`src/rtl/fcr_pkg.sv`:
```
// Shared constants, types and codes for the FIR convolution reverb.
package fcr_pkg;

    localparam int MAX_TAPS    = 1024;
    localparam int SAMPLE_BITS = 16;

    localparam int ADDR_W   = $clog2(MAX_TAPS);
    localparam int CNT_W    = $clog2(MAX_TAPS + 1);
    localparam int TAPCNT_W = 11;
    localparam int IDX_W    = 10;
    localparam int FRAC_W   = SAMPLE_BITS - 1;
    localparam int PROD_W   = 2 * SAMPLE_BITS;
    localparam int ACC_W    = PROD_W + ADDR_W + 1;
    localparam int Q_W      = ACC_W - FRAC_W;

    localparam int S_TDATA_W = ((IDX_W + SAMPLE_BITS + 7) / 8) * 8;
    localparam int M_TDATA_W = ((SAMPLE_BITS + 7) / 8) * 8;

    // operation codes (carried on s_tuser)
    localparam logic OP_SAMPLE = 1'b0;
    localparam logic OP_LOAD   = 1'b1;

    typedef enum logic [2:0] {
        ST_CLEAR,
        ST_IDLE,
        ST_RUN,
        ST_DRAIN,
        ST_DONE
    } seq_state_t;

    // memory port control from the sequencer
    typedef struct packed {
        logic              hist_we;
        logic              hist_zero;
        logic [ADDR_W-1:0] hist_waddr;
        logic [ADDR_W-1:0] hist_raddr;
        logic [ADDR_W-1:0] tap_raddr;
    } mem_ctrl_t;

    // MAC control from the sequencer
    typedef struct packed {
        logic acc_clear;
        logic issue;
    } mac_ctrl_t;

endpackage

```
`src/rtl/fcr_seq.sv`:
```
// Sequencer: history clear sweep, tap walk and result hand-off.
module fcr_seq
    import fcr_pkg::*;
(
    input  logic                clk,
    input  logic                rst_n,
    input  logic                accept,
    input  logic                op,
    input  logic                block_end,
    input  logic [TAPCNT_W-1:0] tap_count,
    input  logic                mac_busy,
    input  logic                slot_free,
    output logic                ready,
    output mem_ctrl_t           mem_ctrl,
    output mac_ctrl_t           mac_ctrl,
    output logic                res_load,
    output logic                res_last
);

    seq_state_t        state_reg, state_next;
    logic [ADDR_W-1:0] wp_reg, wp_next;
    logic [ADDR_W-1:0] rd_ptr_reg, rd_ptr_next;
    logic [ADDR_W-1:0] clr_addr_reg, clr_addr_next;
    logic [CNT_W-1:0]  k_reg, k_next;
    logic [CNT_W-1:0]  taps_reg, taps_next;
    logic              bend_reg, bend_next;

    always_ff @(posedge clk or negedge rst_n)
    begin
        if (!rst_n)
        begin
            state_reg    <= ST_CLEAR;
            wp_reg       <= '0;
            rd_ptr_reg   <= '0;
            clr_addr_reg <= '0;
            k_reg        <= '0;
            taps_reg     <= '0;
            bend_reg     <= 1'b0;
        end
        else
        begin
            state_reg    <= state_next;
            wp_reg       <= wp_next;
            rd_ptr_reg   <= rd_ptr_next;
            clr_addr_reg <= clr_addr_next;
            k_reg        <= k_next;
            taps_reg     <= taps_next;
            bend_reg     <= bend_next;
        end
    end

    always_comb
    begin
        state_next    = state_reg;
        wp_next       = wp_reg;
        rd_ptr_next   = rd_ptr_reg;
        clr_addr_next = clr_addr_reg;
        k_next        = k_reg;
        taps_next     = taps_reg;
        bend_next     = bend_reg;
        ready         = 1'b0;
        res_load      = 1'b0;
        mem_ctrl      = '0;
        mac_ctrl      = '0;

        mem_ctrl.hist_raddr = rd_ptr_reg;
        mem_ctrl.tap_raddr  = k_reg[ADDR_W-1:0];

        case (state_reg)
            ST_CLEAR:
            begin
                mem_ctrl.hist_we    = 1'b1;
                mem_ctrl.hist_zero  = 1'b1;
                mem_ctrl.hist_waddr = clr_addr_reg;
                if (clr_addr_reg == ADDR_W'(MAX_TAPS - 1))
                begin
                    state_next = ST_IDLE;
                end
                else
                begin
                    clr_addr_next = clr_addr_reg + ADDR_W'(1);
                end
            end
            ST_IDLE:
            begin
                ready = 1'b1;
                if (accept && op == OP_SAMPLE)
                begin
                    mem_ctrl.hist_we    = 1'b1;
                    mem_ctrl.hist_waddr = wp_reg;
                    mac_ctrl.acc_clear  = 1'b1;
                    rd_ptr_next = wp_reg;
                    k_next      = '0;
                    bend_next   = block_end;
                    taps_next   = (32'(tap_count) > MAX_TAPS) ? CNT_W'(MAX_TAPS)
                                                              : CNT_W'(tap_count);
                    wp_next     = (wp_reg == ADDR_W'(MAX_TAPS - 1)) ? '0
                                                                    : wp_reg + ADDR_W'(1);
                    state_next  = ST_RUN;
                end
            end
            ST_RUN:
            begin
                if (k_reg == taps_reg)
                begin
                    state_next = ST_DRAIN;
                end
                else
                begin
                    mac_ctrl.issue = 1'b1;
                    k_next         = k_reg + CNT_W'(1);
                    rd_ptr_next    = (rd_ptr_reg == '0) ? ADDR_W'(MAX_TAPS - 1)
                                                        : rd_ptr_reg - ADDR_W'(1);
                end
            end
            ST_DRAIN:
            begin
                if (!mac_busy)
                begin
                    state_next = ST_DONE;
                end
            end
            ST_DONE:
            begin
                if (slot_free)
                begin
                    res_load   = 1'b1;
                    state_next = ST_IDLE;
                end
            end
            default:
            begin
                state_next = ST_IDLE;
            end
        endcase
    end

    assign res_last = bend_reg;

endmodule
```
`config.mk`:
```
export PLATFORM = sky130hd
export DESIGN_NAME = fcr_seq
export DESIGN_NICKNAME = d
export VERILOG_FILES = /design/src/rtl/fcr_pkg.sv /design/src/rtl/fcr_seq.sv
export SDC_FILE = /design/constraint.sdc
export NUM_CORES = 1
export LEC_CHECK = 0
export BUFFER_PORTS_ARGS = -buffer_cell sky130_fd_sc_hd__buf_2
export CAP_MARGIN = 15
export CORE_UTILIZATION = 55
export CTS_BUF_LIST = sky130_fd_sc_hd__clkbuf_4
export DETAILED_ROUTE_END_ITERATION = 7
export PLACE_DENSITY = 0.76
export SLEW_MARGIN = 10
export SYNTH_ARGS = -nofsm -noshare
export SYNTH_HDL_FRONTEND = slang
export SYNTH_SLANG_ARGS = --single-unit
```
`constraint.sdc`:
```
create_clock -name clk -period 2.5 [get_ports clk]
set_input_delay 0.125 -clock clk [delete_from_list [all_inputs] [get_ports clk]]
set_output_delay 0.125 -clock clk [all_outputs]
set_load 0.05 [all_outputs]
```
; After elaboration in Yosys (flattened, before gate mapping)
; Index checks and enable logic that the tools add are counted.
[word_totals]
regBits = 56
latch_bits = 0
mem_bits_rw = 0
mem_bits_ro = 0
output_inout_bits = 37
word_cells = 61
mem_count = 0
[classes]
n_addsub = 4
mul = 0
div_mod_pow = 0
n_lt_le_gt_ge = 1
eq_ne = 13
shifts = 0
muxes = 26
n_bitwise = 2
reduce_logical = 8
[op_table]
columns = operator, count
row1 = $mux W10, 5
row2 = $pmux W10 S2, 2
row3 = $mux W11, 3
row4 = $pmux W11 S2, 1
row5 = $add A10 B1 Y10 const B, 2
row6 = $eq A10 B10 Y1 const B, 2
row7 = $mux W3, 5
row8 = $pmux W3 S5, 1
row9 = $ne A2 B2 Y1 const B, 6
row10 = $add A11 B1 Y11 const B, 1
row11 = $eq A11 B11 Y1, 1
row12 = $gt A11 B11 Y1 const B, 1
row13 = $logic_not A10 Y1, 1
row14 = $sub A10 B1 Y10 const B, 1
row15 = $mux W1, 8
row16 = $eq A3 B2 Y1 const B, 2
row17 = $reduce_and A5 Y1, 1
row18 = $reduce_and A2 Y1, 2
row19 = $eq A3 B1 Y1 const B, 1
row20 = $eq A3 B3 Y1 const B, 1
row21 = $logic_not A3 Y1, 1
row22 = $reduce_and A3 Y1, 1
row23 = $not A1 Y1, 2
row24 = $pmux W1 S2, 1
row25 = other kinds (2), 2

; Longest topological paths before layout
[depth]
depth_word = 4
mapped_depth = 8
ltp_nobuf = 7

; Least setup slack after synthesis
; Ideal clock, no wire load.
[synth_timing]
path_kind = register to register
startpoint = register rd_ptr_reg[0]
endpoint = register rd_ptr_reg[3]
arrival_ps = 2067
path_slack_ps = 353
path_stages_with_launch = 8
n_path_buf = 0
path_cell_list = dfrtp_1 > inv_1 > ha_1 > or4b_4 > o31ai_4 > o22ai_2 > a21oi_2 > a2bb2oi_1
[synth_between]
elab_chain_len = 4
[synth_rtl]
columns = item, line
row1 = start: declaration, fcr_seq.sv:22  ; logic [ADDR_W-1:0] rd_ptr_reg, rd_ptr_next;
row2 = start signal: assignment, fcr_seq.sv:44  ; rd_ptr_reg <= rd_ptr_next;
row3 = $sub A10 B1 Y10 / $logic_not A10 Y1 (equally long branches), "fcr_seq.sv:113, fcr_seq.sv:112"
row4 = $mux W10 *, fcr_seq.sv:112  ; rd_ptr_next = (rd_ptr_reg == '0) ? ADDR_W'(MAX_TAPS - 1)
row5 = $mux W10 *, fcr_seq.sv:104  ; if (k_reg == taps_reg)
row6 = $pmux W10 S2 *, fcr_seq.sv:69  ; case (state_reg)
; Every way passes the cells marked *; elsewhere a longest branch is shown, timed or not. The select of a mux whose other input is x is not followed.
; A chain may end at the register's enable or synchronous reset.

==> impl_results.rst <==
.. list-table::
   :header-rows: 1

   * - Metric
     - Value
   * - Number of cell instances on the worst register-to-register path
     - 5
   * - Cell with the largest stage delay on the worst path
     - dfrtp_1
   * - XOR/XNOR share of the synthesized area
     - about 7.4%
   * - Worst Hold Class
     - in -> reg
   * - Net Sw Frac
     - a little over half
   * - Starting DRC count in detailed routing
     - about 170
   * - Sequential Power Share
     - around a third
   * - Number of clock sinks seen by CTS
     - 56
   * - Areal power density over the cells
     - approximately 1300 nW/µm²
   * - Highest Clock Rate
     - approximately 430 MHz
   * - Post-layout worst setup margin
     - 159 ps
   * - Cell Area, Placed
     - around 3600 µm²
   * - Remaining global-route overflow
     - 0
   * - Cell-internal power
     - between 2 and 2.5 mW
   * - Final Hold Slack
     - about 33 ps
   * - Max clock buf depth
     - 2
   * - Critical register-to-register path endpoint
     - k_reg[3]
   * - Slack of the worst reg-to-reg path
     - approximately 300 ps
   * - Required time worst endpoint
     - about 2400 ps
   * - Layout cell share with drive strength beyond 1
     - between 20% and 30%
   * - DR DRC count
     - 0
   * - Total Wirelength
     - 8220 µm
   * - Async SR Flop Fraction
     - 100%
   * - Final #Nets
     - between 400 and 500
   * - Cell area after layout
     - 3840 µm²
   * - Pin count of the biggest net entering global routing
     - 28
   * - CP Launch Type
     - register
   * - Delay of the slowest critical-path stage
     - between 500 and 600 ps
   * - Max_cap viols
     - 0
   * - Fill count
     - between 400 and 500
   * - Maximum vdd drop
     - 0.825 mV
   * - Total half-perimeter wirelength after legalization and detailed placement
     - 5560 µm
   * - Largest family of logic cells by synthesized area
     - simple AND/OR/NAND/NOR gates
   * - Post-synth top area share
     - a little over two fifths
   * - Crit Path Category
     - reg -> out
   * - Combinational Power Share
     - roughly 55%
   * - Average via count per standard cell
     - around 6.1
   * - End of the worst hold path
     - state_reg[1]
   * - Num ports
     - 55
   * - Beginning of the worst hold path
     - mac_busy
   * - Combined area of all synthesized cells
     - 3330 µm²
   * - Initial core utilization
     - between 50% and 60%
   * - Final estimated routing congestion in global placement
     - 0.885
   * - CTS Buf Count
     - 5
   * - Leading area contributor after synthesis
     - dfrtp_1
   * - TritonCTS clock tree
     - built
   * - Chip Height
     - around 80 µm
   * - Post-layout total power
     - 4.94 mW
   * - Hold Fails Final Rpt
     - 0
   * - Fraction of the yosys area taken by sequential cells
     - approximately 42%
   * - Leakage power figure
     - between 1.5 and 2 nW
   * - P_sw
     - about 2.6 mW
   * - Share of the cycle needed by the critical path after routing
     - 93.6%
   * - Wire length of the first global-routing pass
     - about 14000 µm
   * - Register bit total from synthesis
     - between 50 and 60
   * - Vias
     - roughly 3000
   * - Post-Syn Nets
     - approximately 380
   * - Clock tree root buffer cell
     - clkbuf_4
   * - M3 GR Usage
     - between 5 and 6%
   * - Distinct cell type count after synthesis
     - around 60
   * - Post-Syn Instances
     - 353
   * - Number of instances on the worst hold path
     - 3
   * - Cell seen most often among critical-path stages
     - nand2_1
   * - Avg Synthesized Cell Area
     - between 9 and 10 µm²
   * - Final min period
     - 2340 ps
   * - Global routing met1 resource utilization
     - between 40% and 50%
   * - Unrepaired setup endpoints after global routing
     - no
   * - Worst clock skew on the final layout
     - approximately 23 ps
   * - Headroom to the max-slew limit
     - 45.8%
   * - Most used routing layer in global routing
     - met2
   * - Number of max-slew violations in the final report
     - 0
   * - Instance count after placement with tap cells included
     - approximately 460
   * - Status
     - complete, no violations
   * - Pre-antenna DRT Iters
     - 5
   * - Clock network latency to the later pin of the worst-skew pair
     - 400 ps
   * - Simple-gate share of the synthesized area
     - 24.8%
   * - Overall routing resource usage
     - between 20 and 30%
   * - Area growth syn-to-layout
     - 15.5%
   * - Number of flops mapped to enable cells by yosys
     - 0
   * - Std-Cell Rows
     - 27
   * - ANT cells
     - 0
   * - TNS Setup
     - 0 ps
   * - Post-synthesis mux area share
     - 1.58%
   * - Htree depth
     - 2
   * - Worst path cell trace
     - nor3b_1 > buf_4 > nand2_2 > inv_4 > nand2_1 > nand2_1 > buf_2
   * - Clock-pin transition on the worst setup and hold timing paths
     - around 150 ps
   * - Number of global-route vias before repair
     - ~2800
   * - Slew at the pin closest to its max-slew limit
     - just over 800 ps
   * - Horizontal extent of the die
     - about 80 µm
   * - Worst r2r src
     - k_reg[8]
   * - Total die area
     - around 6400 µm²
   * - Synth Area in Compound Gates
     - 16.7%
   * - Largest cells by area after synthesis
     - dfrtp_1 42%, xnor2_1 6.1%, nand2_1 4.7%, nand3_1 3.2%, buf_4 2.3%
   * - Data arrival time of the worst path
     - ~2200 ps
   * - Post-DR wirelength/cell
     - 16.9 µm
   * - # setup viols final
     - 0
   * - Number of standard cells in the layout, taps in and fillers out
     - between 400 and 500
   * - Post-Synth Adder-Cell Area
     - roughly 1.5%
   * - Crit path capture type
     - primary output
   * - Warning count from the yosys run
     - 0
   * - Power share of the clock group
     - a little over a tenth
   * - Port Buffer Count
     - 54
   * - Synth Flop Type
     - dfrtp_1
   * - Final Util
     - ~68%
   * - Maximum fanout along the worst path
     - 27
   * - Met2 track demand over resource in global routing
     - between 40% and 50%
   * - Antenna violations before repair
     - 0
   * - Placeable Area
     - ~5700 µm²
   * - Placement Setup Slack
     - between 200 and 300 ps
   * - Count of antenna-violating nets left after detailed routing
     - 0
[final cells by class]
class	instances	area [µm²]	area share, %
Multi-Input combinational cell	261	1740	45.3
Sequential cell	56	1400	36.5
Timing Repair Buffer	77	478	12.4
Tap cell	72	90.1	2.34
Inverter	12	47.5	1.24
Clock buffer	6	45.0	1.17
Clock inverter	2	38.8	1.01
[power groups by stage]
stage	Combinational (mW)	Clock (mW)	Sequential, mW
2_1_floorplan	2.01	0	1.81
3_3_place_gp	2.58	0	1.68
3_5_place_dp	2.63	0	1.70
4_1_cts	2.70	0.533	1.68
5_1_grt	2.92	0.571	1.76
6_report	2.72	0.528	1.69
[cell usage in the layout (no fill, tap or decap), drive strengths merged, types with 7 or more instances in the layout]
master	n
a21oi	15
a22o	8
and3	9
buf	63
dfrtp	56
dlygate4sd3	14
inv	13
nand2	43
nand3	21
nand3b	7
nand4	9
nor2	12
nor3	11
o21ai	15
o31ai	8
xnor2	23
[metal layers]
metal / share of wire (%) / vias to the layer above
met5: 0 / -
met4: 1.8 / 0
met3: 6.7 / 21
met2: 46 / 133
met1: 46 / 1421
li1: - / 1392
[timing repair]
item,CTS,global route
endpoints found under the setup margin,1,8
setup buffers,0,1
cloned,1,0
hold endpoints to repair,33,0
pin swaps,1,1
hold buffers,14,0
resized for setup,0,3
[Yosys cell counts, types with 3 or more instances]
| cell | number |
|---|---|
| dfrtp_1 | 56 |
| nand2_1 | 42 |
| xnor2_1 | 23 |
| nand3_1 | 21 |
| a21oi_1 | 14 |
| o21ai_0 | 13 |
| nor2_1 | 12 |
| inv_1 | 11 |
| buf_4 | 10 |
| nor3_1 | 10 |
| and3_1 | 9 |
| a22o_1 | 8 |
| nand4_1 | 8 |
| nand3b_1 | 7 |
| clkbuf_1 | 6 |
| or3_1 | 6 |
| nor4_1 | 5 |
| o22ai_1 | 5 |
| o31ai_1 | 5 |
| xor2_1 | 5 |
| a211oi_1 | 4 |
| a21boi_0 | 4 |
| and4_1 | 4 |
| ha_1 | 4 |
| nor3b_1 | 4 |
| o211ai_1 | 4 |
| and2_1 | 3 |
| buf_2 | 3 |
| clkbuf_2 | 3 |
| mux2i_1 | 3 |
| nand2b_1 | 3 |
| or4_1 | 3 |
[logic make-up after synthesis]
group,count (synthesis)
xor gates and xnor gates,28
muxes,5
and+or+nand+nor,148
adders and majority gates,4
AOI/OAI and AO/OA,75
DFF,56
buffers and inverters,37
[worst max-delay path, delay by kind of cell, from the launching register on]
kind                   cells  cell delay [ps]
and+or+nand+nor            4              620
buffers and inverters      3              650
DFF                        1              560
[how the worst max path moves through the flow]
stage | startpoint | slack, ps | endpoint
global route | state_reg[1] | 20 | mem_ctrl[29]
detailed placement | k_reg[4] | 300 | rd_ptr_reg[9]
finish | state_reg[1] | 160 | mem_ctrl[29]
floorplan | rd_ptr_reg[0] | 350 | rd_ptr_reg[3]
CTS | k_reg[8] | 5 | mac_ctrl[0]
global placement | k_reg[6] | 440 | mac_ctrl[0]
No activity file was read; power rests on OpenSTA's default activity.
