<file path="src/rtl/fcr_pkg.sv">
// Shared constants, types and codes for the FIR convolution reverb.
package fcr_pkg;

    localparam int MAX_TAPS    = 1024;
    localparam int SAMPLE_BITS = 16;

    localparam int ADDR_W   = $clog2(MAX_TAPS);
    localparam int CNT_W    = $clog2(MAX_TAPS + 1);
    localparam int TAPCNT_W = 11;
    localparam int IDX_W    = 10;
    localparam int FRAC_W   = SAMPLE_BITS - 1;
    localparam int PROD_W   = 2 * SAMPLE_BITS;
    localparam int ACC_W    = PROD_W + ADDR_W + 1;
    localparam int Q_W      = ACC_W - FRAC_W;

    localparam int S_TDATA_W = ((IDX_W + SAMPLE_BITS + 7) / 8) * 8;
    localparam int M_TDATA_W = ((SAMPLE_BITS + 7) / 8) * 8;

    // operation codes (carried on s_tuser)
    localparam logic OP_SAMPLE = 1'b0;
    localparam logic OP_LOAD   = 1'b1;

    typedef enum logic [2:0] {
        ST_CLEAR,
        ST_IDLE,
        ST_RUN,
        ST_DRAIN,
        ST_DONE
    } seq_state_t;

    // memory port control from the sequencer
    typedef struct packed {
        logic              hist_we;
        logic              hist_zero;
        logic [ADDR_W-1:0] hist_waddr;
        logic [ADDR_W-1:0] hist_raddr;
        logic [ADDR_W-1:0] tap_raddr;
    } mem_ctrl_t;

    // MAC control from the sequencer
    typedef struct packed {
        logic acc_clear;
        logic issue;
    } mac_ctrl_t;

endpackage

</file>
<file path="src/rtl/fcr_mac.sv">
// Multiply-accumulate datapath with rounding and output saturation.
module fcr_mac
    import fcr_pkg::*;
(
    input  logic                   clk,
    input  logic                   rst_n,
    input  mac_ctrl_t              ctrl,
    input  logic [SAMPLE_BITS-1:0] tap_rdata,
    input  logic [SAMPLE_BITS-1:0] hist_rdata,
    output logic                   busy,
    output logic [SAMPLE_BITS-1:0] result,
    output logic                   sat
);

    logic                     data_vld_reg;
    logic                     prod_vld_reg;
    logic signed [PROD_W-1:0] prod_reg;
    logic signed [ACC_W-1:0]  acc_reg;

    logic signed [ACC_W-1:0]      rounded;
    logic signed [Q_W-1:0]        q;
    logic [Q_W-SAMPLE_BITS:0]     upper;

    always_ff @(posedge clk or negedge rst_n)
    begin
        if (!rst_n)
        begin
            data_vld_reg <= 1'b0;
            prod_vld_reg <= 1'b0;
        end
        else
        begin
            data_vld_reg <= ctrl.issue;
            prod_vld_reg <= data_vld_reg;
        end
    end

    always_ff @(posedge clk)
    begin
        prod_reg <= $signed(tap_rdata) * $signed(hist_rdata);
        if (ctrl.acc_clear)
        begin
            acc_reg <= '0;
        end
        else if (prod_vld_reg)
        begin
            acc_reg <= acc_reg + ACC_W'(prod_reg);
        end
    end

    assign busy = data_vld_reg | prod_vld_reg;

    // round half up, then clamp to the sample range
    always_comb
    begin
        rounded = acc_reg + (ACC_W'(1) <<< (FRAC_W - 1));
        q       = rounded[ACC_W-1:FRAC_W];
        upper   = q[Q_W-1:SAMPLE_BITS-1];
        sat     = !((&upper) || (~|upper));
        if (!sat)
        begin
            result = q[SAMPLE_BITS-1:0];
        end
        else if (q[Q_W-1])
        begin
            result = {1'b1, {(SAMPLE_BITS-1){1'b0}}};
        end
        else
        begin
            result = {1'b0, {(SAMPLE_BITS-1){1'b1}}};
        end
    end

endmodule

</file>
<file path="config.mk">
export PLATFORM = sky130hd
export DESIGN_NAME = fcr_mac
export DESIGN_NICKNAME = d
export VERILOG_FILES = /design/src/rtl/fcr_pkg.sv /design/src/rtl/fcr_mac.sv
export SDC_FILE = /design/constraint.sdc
export NUM_CORES = 1
export LEC_CHECK = 0
export CORE_UTILIZATION = 47
export DETAILED_ROUTE_END_ITERATION = 16
export DONT_BUFFER_PORTS = 1
export PLACE_DENSITY = 0.71
export SETUP_SLACK_MARGIN = 0.15
export SYNTH_ARGS = -nofsm -noshare
export SYNTH_HDL_FRONTEND = slang
export SYNTH_SLANG_ARGS = --single-unit
</file>
<file path="constraint.sdc">
create_clock -name clk -period 6.3 [get_ports clk]
set_clock_uncertainty 0.05 [all_clocks]
set_input_delay 1.26 -clock clk [delete_from_list [all_inputs] [get_ports clk]]
set_output_delay 1.26 -clock clk [all_outputs]
set_load 0.03 [all_outputs]
</file>
Word level (Yosys, flattened, before mapping)
Cells that the tools add are included.
W data, S select, Z words.
{"block": "totals", "reg_bits": 77, "latchBits": 0, "ramBits": 0, "mem_bits_ro": 0, "input_bits": 36, "out_inout_bits": 18, "word_cells": 15, "n_memories": 0}
{"block": "classes", "addsub": 2, "mul": 1, "div": 0, "order_cmp": 0, "eq_ne": 0, "shift": 0, "n_mux": 2, "bitwise": 1, "n_reduce_logical": 5}
{"cell": "$add A43 B16 Y43 const B", "n": 1}
{"cell": "$add A43 B32 Y43", "n": 1}
{"cell": "$mul A16 B16 Y32", "n": 1}
{"cell": "$mux W16", "n": 2}
{"cell": "$reduce_and A13 Y1", "n": 1}
{"cell": "$reduce_or A13 Y1", "n": 1}
{"cell": "$logic_not A1 Y1", "n": 2}
{"cell": "$logic_or A1 B1 Y1", "n": 1}
{"cell": "$or A1 B1 Y1", "n": 1}

Longest topological paths before layout
Gate-level depths: netlist (run 1).
{"block": "depth", "depth_word": 5, "ltp_mapped": 24, "ltp_nobuf": 23}

Worst setup path after synthesis (run 1)
OpenSTA, ideal clock, no wires.
{"block": "synth_timing", "kind": "input port to flip-flop", "start": "in tap_rdata[11]", "end": "reg prod_reg[31]", "setup_ps": 72, "arrival_ps": 6833, "required_ps": 6178, "slack_ps": -655, "stages": 21, "path_buffers": 1, "path_cell_list": "clkbuf_1 -> nand2_1 -> fa_1 -> fa_1 -> fa_1 -> inv_1 -> fa_1 -> fa_1 -> inv_1 -> fa_1 -> inv_1 -> ha_1 -> a211oi_1 -> a221oi_1 -> a211o_1 -> o21ai_0 -> a31oi_1 -> o41ai_1 -> o21bai_1 -> a21oi_1 -> xnor2_1"}
{"block": "synth_between", "elab_chain_len": 1}
{"element": "start, declared", "line_no": "fcr_mac.sv:8", "source": "input logic [SAMPLE_BITS-1:0] tap_rdata,"}
{"element": "$mul A16 B16 Y32", "line_no": "fcr_mac.sv:40", "source": "prod_reg <= $signed(tap_rdata) * $signed(hist_rdata);"}
{"element": "end signal, assigned", "line_no": "fcr_mac.sv:40"}
{"element": "end, declared", "line_no": "fcr_mac.sv:17", "source": "logic signed [PROD_W-1:0] prod_reg;"}
Every way passes these cells.
A chain may end at the register's enable or synchronous reset.

Worst setup path after layout (run 1)
{"block": "layout_timing", "start": "in hist_rdata[4]", "end": "reg prod_reg[31]"}
{"block": "layout_between", "elab_chain_len": 1}
{"element": "start, declared", "line_no": "fcr_mac.sv:9", "source": "input logic [SAMPLE_BITS-1:0] hist_rdata,"}
{"element": "$mul A16 B16 Y32", "line_no": "fcr_mac.sv:40"}
Every way passes these cells.

==> impl_metrics.toml, run 1 <==
[timing]
setup-violations-final = 0
fin_crit_sh_pct = 98.9
hold_ws_ns = 0.320
drv_slew = 0
finalHoldViolCount = 0
worst_slew_pin_slew_ns = 0.889
grt_setup_unrepaired = "yes"
slew_headroom_pct = 39.2
finalCriticalPeriod_ns = 6.23
fmax_ghz = 0.161

[critical_path]
r2r_cells = 10
crit_family = "adder cells"
crit_slowest_cell = "fa_2"
cp.arrival_ns = 6.45
crit_chain = "and2_4 > fa_1 > inv_2 > fa_1 > fa_2 > inv_2 > fa_1 > fa_1 > inv_2 > fa_1 > inv_2 > ha_4 > a211oi_4 > a221oi_2 > a211o_1 > o21ai_2 > a31oi_2 > o41ai_2 > o21bai_1 > a21oi_1 > xnor2_1"
end_kind = "flip-flop"
worstReg2RegStart = "prod_reg[31]"
worstSetupPathType = "input pin to flip-flop"
r2r_slack_ns = 2.44
worstSetupStartpointType = "input pin"
crit_path_max_fanout = 16
timing.rr.end = "acc_reg[42]"
cp.depth = 21
path_buf_inv = 4
critPathMostFrequentCell = "fa_1"
critical_path_required_ns = 6.52
cp_slowest_stage_delay_ns = 0.55

[clocking]
clockBufferDepth = 2
htree_levels = 3
cts_root_buf = "clkbuf_16"
cts_made_buffers = 9
hold_buffers = 0
cts_tree = "built"
clock_sinks = 77
path_clk_slew_ns = 0.06
worstSkewPairLatency_ns = 0.35

[floorplanning]
die_y_um = 183
num_rows = 65
die_area_um2 = 33500
die_w_um = 183
core_area_um2 = 31900
start_util_pct = 48.3
io_pins = 54

[min_path]
whs_path_depth = 0
hp-start = "data_vld_reg"
min-delay-path-class = "flip-flop to flip-flop"
worstHoldEndpoint = "prod_vld_reg"

[final_layout]
area.growth.synth_to_final_pct = 9.33
nNetsFinal = 2232
multi_input_area_um2 = 12600
num-fill-cells = 2976
largest_reg_flops = 43
drive_gt1_share_pct = 10.0
regArea_um2 = 1550
design_area_um2 = 16800
num_antenna_cells = 0

[drt]
routed_wl_mm = 37.5
drt_pass1_iterations = 5
routed_via_density = 5.39
drtIter0Drc = 711
drc = 0
num_vias = 12100
ant_nets = 0
detail_route.wl_per_cell_um = 16.7

[grt]
grt_pass1_wl_mm = 63.0
grt_max_degree = 48
track_usage_pct = 23.6
grt_overflow = 0
antenna_found_initial = 0
grt_pass1_vias = 12900

[synth]
synthTopCellsByCount = "340 x inv_1, 263 x fa_1, 187 x nand2_1, 130 x and2_1, 125 x ha_1"
syn-mean-instance-area_um2 = 8.62
synth_area_leaders = "fa_1 34%, ha_1 10%, dfxtp_1 9.8%, inv_1 8.3%, and2_1 5.3%"
syn-num-nets = 2210
syn_area_um2 = 15400
synth_top_cell_area_share_pct = 34.2
synthCells = 1786
synth_edf_count = 0
yosys.cell_count.top_type = "inv_1"
synth.distinct_cells = 69
ys_ff_latch = 77
yosys_most_used_dff = "dfxtp_1"
synthArstFlopShare_pct = 2.60
seq_area_frac_synth_pct = 10.1
synth_top_area_cell = "fa_1"
yosys_warnings = 0

[placed_design]
io_buffers = 0
gp_congestion = 0.907
post_dp_cell_area_um2 = 16400
dpl.hpwl_mm = 30.7

[run_status]
status = "finished, final reports clean"

[flow_run]
maxCapViolCount = 0
cell usage in the layout (no fill, tap or decap), types with 6 or more instances in the layout:
master       n
o21bai_1    10
a21o_1      30
a31oi_1     10
dfxtp_1     75
a21oi_1     61
nand2_1    185
fa_1       254
xor2_1      27
a21oi_2      8
nor2_1      96
o21a_1      16
nor4_1       7
nand3_1     31
ha_1       110
nand4_1     12
and2_4      11
a211oi_1     9
ha_4        10
nand2b_1    11
xnor2_1     52
fa_2         9
mux2i_1     33
inv_1      318
o31ai_1      6
a211o_1      6
clkbuf_16    9
and2_1     119
nor2b_1      8
o21ai_0     45
or3_1        6
o22ai_1      6
o211ai_1     6
buf_4       68
inv_2       23
or2_2        6
nor3_1      15
and3_1      10
worst max path at each step:
stage,startpoint,end
2_1_floorplan,tap_rdata[5],prod_reg[31]
3_3_place_gp,tap_rdata[2],prod_reg[31]
5_1_grt,hist_rdata[4],prod_reg[31]
6_report,hist_rdata[4],prod_reg[31]
4_1_cts,tap_rdata[5],prod_reg[31]
3_5_place_dp,tap_rdata[2],prod_reg[31]
final cells by class:
cell class / count / area share (%)
Multi-Input combinational cell: 1308 / 75.0
Sequential cell: 77 / 9.22
Inverter: 342 / 7.63
Tap cell: 435 / 3.23
Timing Repair Buffer: 70 / 3.17
Clock buffer: 9 / 1.34
Clock inverter: 6 / 0.431
kinds of logic after synthesis:
| group | share of synthesized area (%) |
|---|---|
| and+or+nand+nor | 17.7 |
| buffers and inverters | 10.0 |
| adders and majority gates | 44.3 |
| AOI/OAI and AO/OA | 11.1 |
| xor gates and xnor gates | 4.55 |
| DFF | 10.1 |
| muxes | 2.22 |
per-layer routing:
| metal | GRT usage (%) | part of all wire, % |
|---|---|---|
| met4 | 8.27 | 3.0 |
| met5 | 0 | 0 |
| met1 | 29.5 | 43 |
| met2 | 42.0 | 50 |
| met3 | 2.82 | 4.5 |
through the flow:
stage | setup TNS, ns | cells | utilization, % | setup WS (ns)
after floorplan | -0.722 | 1786 | - | -0.284
after global placement | -2.30 | 2228 | 51.4 | -0.457
after detailed placement | -2.99 | 2228 | 51.4 | -0.548
after CTS | 0 | 2245 | 52.5 | 0.0769
after global routing | -0.578 | 2247 | 52.8 | -0.204
final | 0 | 2247 | 52.8 | 0.0697
timing repair:
action                                  4_1_cts  5_1_grt
pin swaps                                    21       22
gates resized for setup                      17       30
buffers inserted                              2        2
cloned                                        0        0
endpoints found under the setup margin        7       10
Power of run 1 is not shown: default switching activity piles up to over one toggle a cycle in this logic, so the estimate is an artifact.
==> run 2, diff against run 1 <==
--- a/config.mk
+++ b/config.mk
@@ -5,10 +5,10 @@
 export SDC_FILE = /design/constraint.sdc
 export NUM_CORES = 1
 export LEC_CHECK = 0
-export CORE_UTILIZATION = 47
+export CORE_UTILIZATION = 59
 export DETAILED_ROUTE_END_ITERATION = 16
 export DONT_BUFFER_PORTS = 1
-export PLACE_DENSITY = 0.71
+export PLACE_DENSITY = 0.84
 export SETUP_SLACK_MARGIN = 0.15
 export SYNTH_ARGS = -nofsm -noshare
 export SYNTH_HDL_FRONTEND = slang
==> constraint.sdc (replaced) <==
create_clock -name clk -period 7 [get_ports clk]
set_clock_uncertainty 0.05 [all_clocks]
set_input_delay 1.4 -clock clk [delete_from_list [all_inputs] [get_ports clk]]
set_output_delay 1.4 -clock clk [all_outputs]
set_load 0.03 [all_outputs]
==> impl_metrics.toml, run 2 (synthesis results as in run 1) <==
[floorplanning]
die_y_um = 164
start_util_pct = 60.6
die_w_um = 164
num_rows = 58
core_area_um2 = 25400
die_area_um2 = 26700
io_pins = 54

[critical_path]
worstSetupPathType = "input pin to flip-flop"
crit_path_max_fanout = 16
cp.arrival_ns = 6.93
crit_chain = "and2_1 > fa_1 > inv_1 > fa_1 > inv_1 > ha_2 > fa_1 > inv_1 > fa_1 > fa_1 > inv_1 > ha_1 > or4_1 > a211o_1 > o211a_1 > o21ai_1 > buf_4 > a31oi_2 > o41ai_2 > o21bai_1 > a21oi_1 > xnor2_1"
worstSetupStartpointType = "input pin"
critPathMostFrequentCell = "fa_1"
crit_slowest_cell = "fa_1"
end_kind = "flip-flop"
critical_path_required_ns = 7.23
cp_slowest_stage_delay_ns = 0.54
r2r_slack_ns = 2.94

[final_layout]
final_cell_mix = "340 x inv_1, 262 x fa_1, 187 x nand2_1"
area.growth.synth_to_final_pct = 4.35
layout_commonest_cell = "inv_1"
final_util_pct = 63.3
instances_no_fill = 2091
drive_gt1_share_pct = 3.52
num_antenna_cells = 0
multi_input_area_um2 = 12400
largest_reg_flops = 43
num-fill-cells = 2023
regArea_um2 = 1550
nNetsFinal = 2180

[grt]
grt_overflow = 0
grt_max_degree = 48
track_usage_pct = 28.8
grt_pass1_vias = 12900
grt_pass1_wl_mm = 60.9
antenna_found_initial = 0

[clocking]
path_clk_slew_ns = 0.06
cts_made_buffers = 9
clock_sinks = 77
cts_root_buf = "clkbuf_16"
worstSkewPairLatency_ns = 0.35
htree_levels = 3
clockBufferDepth = 2
cts_tree = "built"

[timing]
fin_crit_sh_pct = 95.7
finalHoldViolCount = 0
setup-violations-final = 0
fmax_ghz = 0.149
drv_slew = 0
slew_headroom_pct = 48.5
worst_slew_pin_slew_ns = 0.753
fin_ws_ns = 0.302
hold_ws_ns = 0.329
grt_setup_unrepaired = "no"
finalCriticalPeriod_ns = 6.70

[drt]
ant_nets = 0
num_vias = 12100
detail_route.wl_per_cell_um = 17.5
routed_via_density = 5.80
drc = 0
drtIter0Drc = 691
routed_wl_mm = 36.5
drt_pass1_iterations = 5

[run_status]
status = "finished, final reports clean"

[placed_design]
io_buffers = 0
dp_slack_ns = -0.0751
dpl.hpwl_mm = 29.9
gp_congestion = 0.969
dpl.cell_count = 2074

[flow_run]
maxCapViolCount = 0

[min_path]
min-delay-path-class = "flip-flop to flip-flop"
run 2: cell count changes in the layout (fill, tap and decap cells not counted), moves of 9 or more:
cell and delta:
buf_4 -50, inv_1 +22, inv_2 -22, ha_1 +11, and2_1 +9, and2_4 -9
run 2: metrics by stage:
step	TNS [ns]	cell area, um2
detailed placement	-0.104	15700
CTS	0	16000
finish	0	16100
global placement	0	15700
global route	0	16100
floorplan	0	15400
run 2: final timing paths:
check | from | end | cells after the start
min reg2reg | data_vld_reg | prod_vld_reg | 0
min | data_vld_reg | prod_vld_reg | 0
max | hist_rdata[6] | prod_reg[31] | 22
max in group asynchronous | rst_n | prod_vld_reg | 0
max reg2reg | prod_reg[31] | acc_reg[42] | 10
min in group asynchronous | rst_n | data_vld_reg | 0
run 2: cell type report:
| cell class | instances | area share, % |
|---|---|---|
| Sequential cell | 77 | 9.66 |
| Multi-Input combinational cell | 1308 | 77.1 |
| Clock inverter | 5 | 0.374 |
| Clock buffer | 11 | 1.45 |
| Tap cell | 330 | 2.57 |
| Inverter | 342 | 7.99 |
| Timing Repair Buffer | 18 | 0.841 |
run 2: repair_timing:
| action | 4_1_cts | 5_1_grt |
|---|---|---|
| gates resized for setup | 0 | 9 |
| setup buffers | 0 | 1 |
| setup endpoints to repair | 0 | 6 |
| hold buffers | 0 | 0 |
run 2: per-layer routing:
layer / part of all wire [%] / track usage, % / wire length [um]
met1: 40 / 35.1 / 14500
met2: 50 / 51.0 / 18300
met3: 6.1 / 3.20 / 2210
met4: 4.3 / 13.6 / 1560
met5: 0 / 0 / 0
run 2: worst max-delay path: cells and delay by family:
kind / cells / cell delay (ns)
and+or+nand+nor: 2 / 0.68
adders and majority gates: 7 / 2.97
buffers and inverters: 5 / 0.36
xor gates and xnor gates: 1 / 0.12
AOI/OAI and AO/OA: 7 / 1.40
Power of run 2 is left out for the same reason.
==> run 3, diff against run 2 <==
--- a/config.mk
+++ b/config.mk
@@ -6,8 +6,10 @@
 export NUM_CORES = 1
 export LEC_CHECK = 0
 export CORE_UTILIZATION = 59
+export CTS_CLUSTER_DIAMETER = 80
 export DETAILED_ROUTE_END_ITERATION = 16
 export DONT_BUFFER_PORTS = 1
+export GPL_TIMING_DRIVEN = 0
 export PLACE_DENSITY = 0.84
 export SETUP_SLACK_MARGIN = 0.15
 export SYNTH_ARGS = -nofsm -noshare
==> constraint.sdc (replaced) <==
create_clock -name clk -period 8.3 [get_ports clk]
set_clock_uncertainty 0.05 [all_clocks]
set_input_delay 1.66 -clock clk [delete_from_list [all_inputs] [get_ports clk]]
set_output_delay 1.66 -clock clk [all_outputs]
set_load 0.03 [all_outputs]
==> impl_metrics.toml, run 3 (synthesis results as in run 1) <==
[run_status]
status = "finished, final reports clean"

[critical_path]
crit_path_max_fanout = 10
cp.arrival_ns = 8.16
crit_slowest_cell = "fa_1"
crit_chain = "clkbuf_1 > nand2_1 > fa_1 > fa_1 > fa_1 > inv_1 > fa_1 > fa_1 > inv_1 > fa_1 > inv_1 > ha_1 > a211oi_1 > a221oi_1 > a211o_1 > o21ai_1 > a31oi_1 > o41ai_1 > o21bai_1 > a21oi_1 > xnor2_1"
crit_family = "adder cells"
worstSetupPathType = "input pin to flip-flop"
end_kind = "flip-flop"
critical_path_required_ns = 8.51
critPathMostFrequentCell = "fa_1"
path_buf_inv = 4
cp_slowest_stage_delay_ns = 0.59
worstSetupStartpointType = "input pin"

[clocking]
cts_made_buffers = 9
clockBufferDepth = 2
post-cts-setup-buffers = 0
hold_buffers = 0
postCtsResizedCells = 0
cts_root_buf = "clkbuf_16"
htree_levels = 3
clock_sinks = 77
worstSkewPairLatency_ns = 0.34
path_clk_slew_ns = 0.06
cts_tree = "built"

[floorplanning]
start_util_pct = 60.6
num_rows = 58
core_area_um2 = 25400
die_area_um2 = 26700
die_y_um = 164
die_w_um = 164
io_pins = 54

[timing]
finalHoldViolCount = 0
fin_crit_sh_pct = 95.7
fmax_ghz = 0.126
fin_ws_ns = 0.353
grt_setup_unrepaired = "yes"
drv_slew = 0
worst_slew_pin_slew_ns = 0.876
slew_headroom_pct = 41.6
hold_ws_ns = 0.326
setup-violations-final = 0
finalCriticalPeriod_ns = 7.95

[grt]
grt_max_degree = 15
grt_overflow = 0
grt_pass1_wl_mm = 63.4
track_usage_pct = 30.4
antenna_found_initial = 0
grt_pass1_vias = 12800

[final_layout]
largest_reg_flops = 43
layout_commonest_cell = "inv_1"
num_antenna_cells = 0
drive_gt1_share_pct = 2.33
final_cell_mix = "340 x inv_1, 263 x fa_1, 187 x nand2_1"
area.growth.synth_to_final_pct = 5.07
instances_no_fill = 2132
nNetsFinal = 2221

[drt]
drc = 0
detail_route.wl_per_cell_um = 18.1
routed_wl_mm = 38.5
drt_pass1_iterations = 7
ant_nets = 0
drtIter0Drc = 852
routed_via_density = 5.82
num_vias = 12400

[placed_design]
dpl.cell_count = 2116
gp_congestion = 0.988
dpl.hpwl_mm = 32.2
io_buffers = 0
dp_slack_ns = -0.0742

[min_path]
min-delay-path-class = "flip-flop to flip-flop"

[flow_run]
maxCapViolCount = 0
-- run 3: cell count changes in the layout (fill, tap and decap cells not counted), sizes merged --
cell | previous run | this run
clkbuf | 11 | 59
buf | 18 | 9
bufinv | 1 | 4
inv | 342 | 341
-- run 3: path summary, 6_finish.rpt --
path / from / cells after the start / endpoint / slack (ns)
max: hist_rdata[3] / 21 / prod_reg[31] / 0.35
min: data_vld_reg / 0 / prod_vld_reg / 0.33
max reg2reg: prod_reg[31] / 10 / acc_reg[42] / 4.45
min reg2reg: data_vld_reg / 0 / prod_vld_reg / 0.33
max in group asynchronous: rst_n / 0 / data_vld_reg / 7.17
min in group asynchronous: rst_n / 0 / data_vld_reg / 0.96
-- run 3: metal layers --
layer | routed length, um | global-route usage, % | part of all wire (%)
met1 | 15500 | 38.9 | 40
met2 | 18400 | 52.6 | 48
met3 | 3110 | 3.91 | 8.1
met4 | 1490 | 11.2 | 3.9
met5 | 0 | 0 | 0
-- run 3: final cells by class --
type                    instances  area (um2)
plain buffers                  59         260
clock buffers                   9         225
clock inverters                 7         138
fillers                      2139        9220
inverters                     342        1280
multi-input cells            1308       12300
flip-flops and latches         77        1550
well taps                     330         413
-- run 3: worst reg2reg max path, cell delays in order, from the launching register on --
cell	delay, ns
dfxtp_1	0.50
ha_1	0.36
or3_1	0.39
a221oi_1	0.26
nor3_1	0.14
a2111oi_0	0.52
o2111ai_1	0.33
a31oi_1	0.48
nor2_1	0.10
o41a_1	0.34
mux2_2	0.27
-- run 3: stage by stage --
stage	area, um2	setup TNS [ns]	util (%)
2_1_floorplan	15400	0	-
3_3_place_gp	15800	0	62.3
3_5_place_dp	15800	-0.0742	62.3
4_1_cts	16200	0	63.7
5_1_grt	16200	0	63.7
6_report	16200	0	63.7
Power of run 3 is left out for the same reason.
